`config.mk`:
```
export PLATFORM = sky130hd
export DESIGN_NAME = base32_decode_xor_unscramble_unit
export DESIGN_NICKNAME = d
export VERILOG_FILES = /design/src/rtl/b32dx_pkg.sv /design/src/rtl/b32dx_char_map.sv /design/src/rtl/b32dx_accum.sv /design/src/rtl/base32_decode_xor_unscramble_unit.sv
export SDC_FILE = /design/constraint.sdc
export NUM_CORES = 1
export LEC_CHECK = 0
export BUFFER_PORTS_ARGS = -buffer_cell sky130_fd_sc_hd__buf_2
export CORE_MARGIN = 3
export CORE_UTILIZATION = 55
export CTS_CLUSTER_SIZE = 25
export DETAILED_ROUTE_END_ITERATION = 6
export PLACE_DENSITY = 0.76
export SYNTH_ARGS = -nofsm -noshare
export SYNTH_HDL_FRONTEND = slang
export SYNTH_HIERARCHICAL = 1
export SYNTH_SLANG_ARGS = --single-unit
```
`constraint.sdc`:
```
create_clock -name clk_i -period 17.7 [get_ports clk_i]
set_input_delay 1.77 -clock clk_i [delete_from_list [all_inputs] [get_ports clk_i]]
set_output_delay 1.77 -clock clk_i [all_outputs]
set_load 0.005 [all_outputs]
```
`src/rtl/b32dx_pkg.sv`:
```
// ----------------------------------------------------------------------------
// b32dx_pkg
// shared types and constants of the base-32 decode and unscramble unit
// ----------------------------------------------------------------------------
package b32dx_pkg;

  // widths fixed by the field definitions
  localparam int unsigned CharW   = 8;
  localparam int unsigned DigitW  = 5;
  localparam int unsigned WordW   = 32;
  localparam int unsigned OutWords = 4;
  localparam int unsigned CfgIdxW = 2;

  // configuration register indexes
  localparam logic [CfgIdxW-1:0] KEY_WORD0_IDX = 2'd0;
  localparam logic [CfgIdxW-1:0] KEY_WORD1_IDX = 2'd1;
  localparam logic [CfgIdxW-1:0] KEY_WORD2_IDX = 2'd2;
  localparam logic [CfgIdxW-1:0] KEY_WORD3_IDX = 2'd3;

  // one decoded character
  typedef struct packed {
    logic              valid;
    logic [DigitW-1:0] digit;
  } digit_t;

  // one finished string, before or after unscrambling
  typedef struct packed {
    logic [OutWords-1:0][WordW-1:0] words;
    logic                           bad_char;
    logic                           overflowed;
  } result_t;

endpackage

```
`src/rtl/b32dx_char_map.sv`:
```
// ----------------------------------------------------------------------------
// b32dx_char_map
// maps an ascii code onto its 5-bit base-32 digit, flags codes outside the set
// ----------------------------------------------------------------------------
module b32dx_char_map (
  input  logic [b32dx_pkg::CharW-1:0] char_code_i,
  output b32dx_pkg::digit_t           digit_o
);

  logic [b32dx_pkg::CharW-1:0] offset;
  logic [b32dx_pkg::CharW-1:0] diff;

  // alphabet is digits then consonants and 'U'; 'A', 'E', 'I' and 'O' are holes
  always_comb begin
    offset        = '0;
    digit_o.valid = 1'b1;
    case (char_code_i) inside
      ["0":"9"]: offset = 8'd48;
      ["B":"D"]: offset = 8'd56;
      ["F":"H"]: offset = 8'd57;
      ["J":"N"]: offset = 8'd58;
      ["P":"Z"]: offset = 8'd59;
      default:   digit_o.valid = 1'b0;
    endcase
    diff          = char_code_i - offset;
    digit_o.digit = diff[b32dx_pkg::DigitW-1:0];
  end

endmodule

```
`src/rtl/b32dx_accum.sv`:
```
// ----------------------------------------------------------------------------
// b32dx_accum
// shift-in accumulator with sticky error and overflow flags
// ----------------------------------------------------------------------------
module b32dx_accum #(
  parameter int unsigned NUM_WORDS = 4
) (
  input  logic                clk_i,
  input  logic                rst_ni,
  input  logic                step_i,
  input  b32dx_pkg::digit_t   digit_i,
  input  logic                last_i,
  output b32dx_pkg::result_t  result_o
);

  localparam int unsigned AccW = NUM_WORDS * b32dx_pkg::WordW;
  localparam int unsigned DW   = b32dx_pkg::DigitW;

  logic [AccW-1:0] acc_q, acc_d, acc_next;
  logic            err_q, err_d, err_next;
  logic            ovf_q, ovf_d, ovf_next;

  // state after this character: a bad one freezes conversion
  always_comb begin
    acc_next = acc_q;
    err_next = err_q;
    ovf_next = ovf_q;
    if (!err_q) begin
      if (digit_i.valid) begin
        acc_next = {acc_q[AccW-DW-1:0], digit_i.digit};
        if (acc_q[AccW-1 -: DW] != '0) begin
          ovf_next = 1'b1;
        end
      end else begin
        err_next = 1'b1;
      end
    end
  end

  // the last character hands the string off and clears the state
  always_comb begin
    acc_d = acc_q;
    err_d = err_q;
    ovf_d = ovf_q;
    if (step_i) begin
      if (last_i) begin
        acc_d = '0;
        err_d = 1'b0;
        ovf_d = 1'b0;
      end else begin
        acc_d = acc_next;
        err_d = err_next;
        ovf_d = ovf_next;
      end
    end
  end

  always_ff @(posedge clk_i or negedge rst_ni) begin
    if (!rst_ni) begin
      acc_q <= '0;
      err_q <= 1'b0;
      ovf_q <= 1'b0;
    end else begin
      acc_q <= acc_d;
      err_q <= err_d;
      ovf_q <= ovf_d;
    end
  end

  // low words go out; words beyond the accumulator read as zero
  for (genvar w = 0; w < b32dx_pkg::OutWords; w++) begin : g_out
    if (w < NUM_WORDS) begin : g_live
      assign result_o.words[w] = acc_next[w*b32dx_pkg::WordW +: b32dx_pkg::WordW];
    end else begin : g_zero
      assign result_o.words[w] = '0;
    end
  end

  assign result_o.bad_char   = err_next;
  assign result_o.overflowed = ovf_next;

endmodule

```
`src/rtl/base32_decode_xor_unscramble_unit.sv`:
```
// ----------------------------------------------------------------------------
// base32_decode_xor_unscramble_unit
// decodes a base-32 string one character per transfer, unscrambles it with
// the key words and sends one 128-bit result per string
// ----------------------------------------------------------------------------
// the last character goes through the input register, then the result register
// that drives the result's tvalid
// throughput: one character per cycle while no last character waits on a busy result
// reset: clears the accumulator, both flags, the key words and both valids
module base32_decode_xor_unscramble_unit #(
  parameter int unsigned NUM_WORDS = 4
) (
  input  logic         clk_i,
  input  logic         rst_ni,
  // character stream
  input  logic         s_axis_tvalid,
  output logic         s_axis_tready,
  input  logic [7:0]   s_axis_tdata,   // [7:0] char_code
  input  logic         s_axis_tlast,   // last_char
  // result stream
  output logic         m_axis_tvalid,
  input  logic         m_axis_tready,
  output logic [127:0] m_axis_tdata,   // [31:0] word0, [63:32] word1,
                                       // [95:64] word2, [127:96] word3
  output logic [1:0]   m_axis_tuser,   // [0] bad_char, [1] overflowed
  // key word writes
  input  logic         cfg_we_i,
  input  logic [1:0]   cfg_idx_i,
  input  logic [31:0]  cfg_wdata_i
);

  // key registers
  logic [b32dx_pkg::OutWords-1:0][b32dx_pkg::WordW-1:0] key_q, key_d;

  always_comb begin
    key_d = key_q;
    if (cfg_we_i) begin
      unique case (cfg_idx_i)
        b32dx_pkg::KEY_WORD0_IDX: key_d[0] = cfg_wdata_i;
        b32dx_pkg::KEY_WORD1_IDX: key_d[1] = cfg_wdata_i;
        b32dx_pkg::KEY_WORD2_IDX: key_d[2] = cfg_wdata_i;
        b32dx_pkg::KEY_WORD3_IDX: key_d[3] = cfg_wdata_i;
        default: key_d = key_q;
      endcase
    end
  end

  always_ff @(posedge clk_i or negedge rst_ni) begin
    if (!rst_ni) begin
      key_q <= '0;
    end else begin
      key_q <= key_d;
    end
  end

  // input register
  logic                       in_vld_q;
  logic [b32dx_pkg::CharW-1:0] char_q;
  logic                       last_q;
  logic                       out_free;
  logic                       advance;

  assign out_free      = !m_axis_tvalid || m_axis_tready;
  assign advance       = in_vld_q && (!last_q || out_free);
  assign s_axis_tready = !in_vld_q || advance;

  always_ff @(posedge clk_i or negedge rst_ni) begin
    if (!rst_ni) begin
      in_vld_q <= 1'b0;
    end else if (s_axis_tready) begin
      in_vld_q <= s_axis_tvalid;
    end
  end

  always_ff @(posedge clk_i) begin
    if (s_axis_tvalid && s_axis_tready) begin
      char_q <= s_axis_tdata;
      last_q <= s_axis_tlast;
    end
  end

  // character decode and accumulate
  b32dx_pkg::digit_t  digit;
  b32dx_pkg::result_t raw;

  b32dx_char_map u_char_map (
    .char_code_i (char_q),
    .digit_o     (digit)
  );

  b32dx_accum #(
    .NUM_WORDS (NUM_WORDS)
  ) u_accum (
    .clk_i    (clk_i),
    .rst_ni   (rst_ni),
    .step_i   (advance),
    .digit_i  (digit),
    .last_i   (last_q),
    .result_o (raw)
  );

  // unscramble only the words the accumulator really has
  b32dx_pkg::result_t res_d, res_q;
  logic               out_vld_q;

  always_comb begin
    res_d = raw;
    for (int w = 0; w < b32dx_pkg::OutWords; w++) begin
      if (w < NUM_WORDS) begin
        res_d.words[w] = raw.words[w] ^ key_q[w];
      end
    end
  end

  // result register
  always_ff @(posedge clk_i or negedge rst_ni) begin
    if (!rst_ni) begin
      out_vld_q <= 1'b0;
    end else if (out_free) begin
      out_vld_q <= advance && last_q;
    end
  end

  always_ff @(posedge clk_i) begin
    if (advance && last_q) begin
      res_q <= res_d;
    end
  end

  assign m_axis_tvalid = out_vld_q;
  assign m_axis_tdata  = res_q.words;
  assign m_axis_tuser  = {res_q.overflowed, res_q.bad_char};

endmodule

```
==> results.md, run 1 <==
* Int Power at 1.97 mW
* LEAKAGE at 8.41 nW
* Share of layout cells above drive strength 1 at 23.9%
* Final critical-path required period at 4.33 ns
* GR Util All Layers at 25.0%
* Placed cell area at 0.0186 mm²
* Clock network power share at 30.8%
* Worst-case clock buffer depth at 3
* Io pins at 180
* Final TNS setup at 0 ns
* Actual slew at the worst max-slew pin at 1.19 ns
* Sequential Power Share at 48.1%
* FF-to-FF setup slack at 13.87 ns
* Worst Skew at 0.0289 ns
* Gr ovfl total at 0
* Cell Area, Synth at 0.0176 mm²
* Nets at 1649
* Most frequent CP cell: buf_4
* Tcrit/Tclk final at 24.4%
* Port Buffers at 179
* ANT nets after route at 0
* Fin. Hold Viols at 0
* Crit-path max cell delay at 0.85 ns
* Critical path startpoint category: input pin
* Die Area at 0.0341 mm²
* Nature of the critical path endpoint: flip-flop
* Worst path buffer plus inverter count at 3
* Critical path, cell by cell: buf_2 -> nor2b_1 -> a21boi_4 -> buf_4 -> and3b_4 -> buf_4 -> a22oi_1 -> o22ai_1
* Combinational power share at 21.2%
* Hold Crit Endpoint: key_q[16]$_DFFE_PN0P_
* Capture point of the worst reg-to-reg path: m_axis_tdata[33]$_DFFE_PP_
* Drt initial violations at 1495
* Synth-to-layout area growth at 13.8%
* HPWL Detailed at 27100 µm
* Fmax at 231 MHz
* Largest net degree at the start of global routing at 154
* Max Cap Violations at 0
* Vias after detailed routing at 12.0k
* Vias per inst at 5.91
* WHS Path Cells at 1
* Max Slew Vio Count at 0
* Root buffer cell: clkbuf_16
* CP delay by family, top: buffers and inverters
* Die width at 185 µm
* Max stage delay cell, worst path: buf_4
* Setup Buffers After CTS at 0
* Die height at 185 µm
* Core area at 0.0310 mm²
* Clock sink count at 399
* Hold buffers post-CTS at 0
* Cts repair resizes at 0
* Total CTS buffers at 41
* Worst-skew pair later-pin latency at 0.54 ns
* Max-slew headroom at 20.9%
* Worst Path Max Fanout at 100
* Std-Cell Rows at 64
* WS Path Type: in -> reg
* Yosys cell types at 47
* Post-synthesis register bit count at 399
* R2r worst-path depth at 10
* Peak VDD IR at 0.0000735 V
* WP data required at 18.13 ns
* Crit path DAT at 4.76 ns
* Sw Share at 29.9%
* Vias in the first global route at 11.3k
* FILL cells at 2370
* RSZ-0062 raised after global routing: no
* # setup viols final at 0
* Post-route DRC at 0
* First-pass iteration count of the detailed router at 6
* RePlAce Congestion at 0.850
* WL/cell at 21.2 µm
* Psw at 0.841 mW
* Starting Density at 56.6%
* Yosys warning total at 6
* Final Cell Area at 0.0200 mm²
* Initial antenna violation count at 7
* Critical R2R Launch: char_q[2]$_DFFE_PP_
* Avg Inst Size Synth at 12.0 µm²
* Status: complete, no violations
* CTS tree: done
* PwrDens at 141 mW/mm²
* Post-synthesis sequential area ratio at 60.9%
* Hold Startpoint: key_q[16]$_DFFE_PN0P_
* Clk slew on worst S/H paths at 0.06 ns
* Syn Nets at 1512
* Hold WC Path Type: reg -> reg
* DRT Wirelength at 43000 µm
* Htree depth at 2
* First-pass GRT wire length at 65300 µm
* Syn Inst Count at 1460
## power by group through the flow
stage	Clock [mW]	Combinational (mW)	Sequential, mW
after floorplan	0	0.403	1.33
after global placement	0	0.570	1.35
after detailed placement	0	0.587	1.36
after CTS	0.878	0.594	1.35
after global routing	0.918	0.662	1.38
final	0.866	0.596	1.35
## cells in the mapped netlist, drive strengths merged
library cell / number / area [µm²]
a2bb2oi: 1 / 8.76
or3: 1 / 6.26
a21boi: 1 / 7.51
a22o: 2 / 17.5
inv: 137 / 514
nand3b: 2 / 15.0
nor2: 7 / 26.3
buf: 56 / 328
xor2: 130 / 1140
fa: 1 / 20.0
or3b: 1 / 8.76
edfxtp: 139 / 4170
o21ai: 131 / 656
nand4b: 1 / 8.76
nand2: 133 / 499
nand4: 1 / 6.26
xnor2: 2 / 25.0
a21oi: 3 / 15.0
nor3b: 1 / 12.5
dfrtp: 260 / 6510
a211o: 1 / 8.76
a22oi: 126 / 946
a2111o: 1 / 11.3
clkbuf: 44 / 165
and3: 1 / 11.3
o22ai: 126 / 788
and3b: 1 / 8.76
nand3: 1 / 5.00
nor2b: 4 / 32.5
nand2b: 3 / 18.8
a32oi: 1 / 8.76
a31o: 1 / 8.76
and2: 3 / 18.8
nor4b: 1 / 8.76
or2b: 1 / 7.51
mux2: 128 / 1440
a211oi: 3 / 22.5
or4: 1 / 7.51
ha: 3 / 37.5
## how the worst max path moves through the flow
stage,from,end,depth (start not counted),slack (ns)
2_1_floorplan,m_axis_tready,m_axis_tdata[0]$_DFFE_PP_,2,9.86
3_3_place_gp,m_axis_tready,u_accum/acc_q[121]$_DFFE_PN0P_,8,13.03
3_5_place_dp,m_axis_tready,u_accum/acc_q[126]$_DFFE_PN0P_,8,12.96
4_1_cts,m_axis_tready,u_accum/acc_q[77]$_DFFE_PN0P_,8,13.51
5_1_grt,m_axis_tready,u_accum/acc_q[77]$_DFFE_PN0P_,8,13.26
6_report,m_axis_tready,u_accum/acc_q[77]$_DFFE_PN0P_,8,13.37
## state kept, by name, summed over array words and instances (netlist names)
signal	cells
char_q	8
in_vld_q	1
key_q	128
last_q	1
m_axis_tdata	128
m_axis_tuser	2
m_axis_tvalid	1
u_accum/acc_q	128
u_accum/err_q	1
u_accum/ovf_q	1
## routing by layer
metal	global-route usage, %	vias up	share of wire, %	wire (µm)
met2	37.6	568	45	19300
met1	37.3	5875	43	18700
met5	0	-	0	0
met3	4.18	90	8.5	3670
met4	8.46	0	3.2	1380
li1	-	5451	-	-
## layout by cell type (no fill, tap or decap), drive strengths merged, types with 8 or more instances in the layout
cell    synthesis  final
a22oi         126    126
buf            56    194
clkbuf         44     64
clkinv          0      8
xor2          130    130
nand2         133    133
o21ai         131    131
edfxtp        139    139
inv           137    138
dfrtp         260    260
o22ai         126    126
mux2          128    128
## cell type report
| class | instances | area [µm²] | area share, % |
|---|---|---|---|
| Inverter | 137 | 522 | 2.61 |
| Timing Repair Buffer | 194 | 1020 | 5.10 |
| Sequential cell | 399 | 10700 | 53.5 |
| Clock inverter | 12 | 115 | 0.576 |
| Multi-Input combinational cell | 824 | 5890 | 29.5 |
| Antenna cell | 2 | 5.00 | 0.0251 |
| Tap cell | 396 | 495 | 2.48 |
| Clock buffer | 64 | 1250 | 6.24 |
## kinds of logic (layout without fill, tap and decap cells)
| kind of cell | after synthesis | in the layout | synth area share, % |
|---|---|---|---|
| AOI/OAI and AO/OA | 397 | 397 | 14.2 |
| buffers and inverters | 237 | 407 | 5.74 |
| muxes | 128 | 128 | 8.21 |
| other | 0 | 2 | 0 |
| and+or+nand+nor | 163 | 163 | 4.00 |
| xor gates and xnor gates | 132 | 132 | 6.63 |
| adders and majority gates | 4 | 4 | 0.328 |
| DFF | 399 | 399 | 60.9 |
## per-stage QoR
step | utilization (%) | hold slack, ns | power, mW | std cells | setup WS [ns]
2_1_floorplan | - | 0.479 | 1.73 | 1460 | 9.86
3_3_place_gp | 60.0 | 0.489 | 1.92 | 1950 | 13.03
3_5_place_dp | 60.0 | 0.500 | 1.95 | 1950 | 12.96
4_1_cts | 64.4 | 0.512 | 2.82 | 2026 | 13.51
5_1_grt | 64.4 | 0.533 | 2.96 | 2026 | 13.26
6_report | 64.5 | 0.507 | 2.81 | 2028 | 13.37
Power figures use the tool's default switching activity.
==> run 2, diff against run 1 <==
Clock period 17.7 ns to 4.3 ns, I/O delays scaled along.
==> run 2 against run 1 <==
Net effect:
- count of clock-buffer cells in the layout fell by 2
- final cell count hardly changed
- setup slack got worse by 13 ns
- flip-flop and latch count stayed put
- combinational power grew to 4.1 times the previous value
- utilization up 0.052 points
- via count is 1.6% higher
- wire length is 4.3% higher
- hold slack got worse by 0.43 ns
- highest routed layer is now met5
==> results.md, run 2 (synthesis gave the netlist of run 1 again) <==
* Core area at 0.0310 mm² (unchanged)
* Std-Cell Rows at 64 (unchanged)
* FILL cells at 2366 (-0.17%)
* Critical path, cell by cell: nor4b_1 -> a32oi_1 -> a211o_1 -> and3_4 -> inv_1 -> nor2b_4 -> inv_8 -> buf_12 -> nand2_1 -> o21ai_0 -> xor2_1
* Fin. Hold Viols at 0 (unchanged)
* Htree depth at 2 (unchanged)
* HPWL Detailed at 27700 µm (+2.0%)
* Status: complete, no violations
* Dpl cells at 1951 (+0.051%)
* Worst-skew pair later-pin latency at 0.53 ns (about the same)
* Max-slew headroom at 17.0% (-3.9 points)
* RSZ-0062 raised after global routing: no
* ANT nets after route at 0 (unchanged)
* Clk slew on worst S/H paths at 0.06 ns (about the same)
* Crit-path max cell delay at 0.53 ns (-0.32 ns)
* Vias after detailed routing at 12.2k (+1.6%)
* Io pins at 180 (unchanged)
* Sw Share at 29.7% (-0.21 points)
* Port Buffers at 179 (unchanged)
* First-pass GRT wire length at 66900 µm (+2.3%)
* GR Util All Layers at 25.7% (+0.73 points)
* First-pass iteration count of the detailed router at 7 (+1)
* Root buffer cell: clkbuf_16
* Commonest non-fill, non-tap cells in the layout: 260 x dfrtp_1, 178 x buf_2, 139 x edfxtp_1
* DRT Wirelength at 44800 µm (+4.3%)
* Setup Buffers After CTS at 0 (unchanged)
* Final critical-path required period at 3.79 ns
* Hold WC Path Type: in -> reg
* Placed cell area at 0.0187 mm² (+0.31%)
* Post-route DRC at 0 (unchanged)
* RePlAce Congestion at 0.822 (-3.3%)
* Nature of the critical path endpoint: flip-flop
* Largest net degree at the start of global routing at 258 (+68%)
* Max Slew Vio Count at 0 (unchanged)
* Post-layout util at 64.5% (about the same)
* Fin cells at 2027 (-0.049%)
* Vias per inst at 6.00 (+1.6%)
* Area of the multi-input gates at 0.00589 mm² (unchanged)
* Worst Skew at 0.0163 ns (-0.0126 ns)
* Max stage delay cell, worst path: edfxtp_1
* Die height at 185 µm (unchanged)
* CTS tree: done
* Critical path startpoint category: flip-flop
* Drt initial violations at 1707 (+14%)
* Die Area at 0.0341 mm² (unchanged)
* Gr ovfl total at 0 (unchanged)
* Final TNS setup at 0 ns (unchanged)
* Combinational power share at 21.0% (-0.2 points)
* Min Hold Slack at 0.0785 ns (-0.429 ns)
* Sequential Power Share at 48.7% (+0.6 points)
* Fmax at 264 MHz
* Nets at 1651 (+0.12%)
* Vias in the first global route at 11.5k (+2.0%)
* Clock sink count at 399 (unchanged)
* Worst-case clock buffer depth at 3 (unchanged)
* LEAKAGE at 8.42 nW (about the same)
* Clock network power share at 30.3% (-0.5 points)
* Initial antenna violation count at 12 (+5)
* Actual slew at the worst max-slew pin at 1.25 ns (+0.0590 ns)
* Die width at 185 µm (unchanged)
* Starting Density at 56.6% (unchanged)
* Crit path DAT at 4.05 ns (-0.71 ns)
* Total CTS buffers at 41 (unchanged)
* Final Cell Area at 0.0200 mm² (about the same)
* Synth-to-layout area growth at 13.9% (about the same)
* Max Cap Violations at 0 (unchanged)
* Psw at 3.41 mW (+310%)
* WS Path Type: reg -> reg
* Peak VDD IR at 0.000322 V (+340%)
* Storage element area at 0.0107 mm² (unchanged)
* Share of layout cells above drive strength 1 at 23.8% (-0.17 points)
* WP data required at 4.57 ns (-13.56 ns)
* # setup viols final at 0 (unchanged)
* Worst Path Max Fanout at 257 (+160%)
* PwrDens at 575 mW/mm² (+310%)
* Tcrit/Tclk final at 88.1%
* Most common cell after layout, fill and taps aside: dfrtp_1
* Int Power at 8.08 mW (+310%)
* WL/cell at 22.1 µm (+4.3%)
[run 2: cell count changes in the layout (fill, tap and decap cells not counted)]
cell           previous run  this run
clkinv_1                  1         3
clkbuf_1                 14        13
buf_4                    15        12
clkbuf_16                45        41
dlygate4sd3_1             0         1
clkinv_2                  7         5
bufinv_16                 2         3
buf_12                    0         4
clkinvlp_4                1         0
clkbuf_8                  5         8
inv_6                     1         0
[run 2: repair_timing]
action,4_1_cts,5_1_grt
gates resized for setup,0,0
endpoints found under the setup margin,0,0
hold buffers,1,0
hold endpoints to repair,7,0
[run 2: routing by layer]
layer  vias to the layer above  wire (µm)  track usage [%]  share of wire, %
li1                       5465          -                -                 -
met1                      6069      18900             37.9                42
met2                       569      20900             39.9                47
met3                        63       3860             4.62               8.6
met4                         4       1120             6.93               2.5
met5                         -         23                0             0.051
[run 2: stage by stage]
step	power, mW	setup slack [ns]
2_1_floorplan	7.12	1.39
3_3_place_gp	7.91	0.997
3_5_place_dp	8.00	0.694
4_1_cts	11.5	0.675
5_1_grt	12.1	0.402
6_report	11.5	0.513
[run 2: final timing paths]
check                                      start                    endpoint  slack (ns)  depth (start not counted)
max                          char_q[2]$_DFFE_PP_  m_axis_tdata[55]$_DFFE_PP_        0.51                         11
min                              s_axis_tdata[1]         char_q[1]$_DFFE_PP_        0.08                          1
max reg2reg                  char_q[2]$_DFFE_PP_  m_axis_tdata[55]$_DFFE_PP_        0.51                         11
min reg2reg                key_q[16]$_DFFE_PN0P_       key_q[16]$_DFFE_PN0P_        0.52                          1
max in group asynchronous                 rst_ni       key_q[61]$_DFFE_PN0P_        2.69                          3
min in group asynchronous                 rst_ni       key_q[84]$_DFFE_PN0P_        0.54                          2
[run 2: worst max-delay path: cells and delay by family (launching register included)]
family                 cells  cell delay [ns]
AO/OA/AOI/OAI              3             0.61
XOR/XNOR                   1             0.17
buffers and inverters      3             0.91
flip-flops                 1             0.53
AND/OR/NAND/NOR            4             1.09
[run 2: cell type report]
type | count | area share [%]
Sequential cell | 399 | 53.4
Multi-Input combinational cell | 824 | 29.5
Clock buffer | 62 | 5.93
Timing Repair Buffer | 196 | 5.43
Inverter | 137 | 2.61
Tap cell | 396 | 2.48
Clock inverter | 11 | 0.632
Antenna cell | 2 | 0.0250
[run 2: power groups by stage]
stage | clock network [mW] | logic (mW) | registers, mW
3_3_place_gp | 0 | 2.30 | 5.61
6_report | 3.48 | 2.42 | 5.60
2_1_floorplan | 0 | 1.66 | 5.46
5_1_grt | 3.70 | 2.67 | 5.68
4_1_cts | 3.53 | 2.41 | 5.58
3_5_place_dp | 0 | 2.37 | 5.63
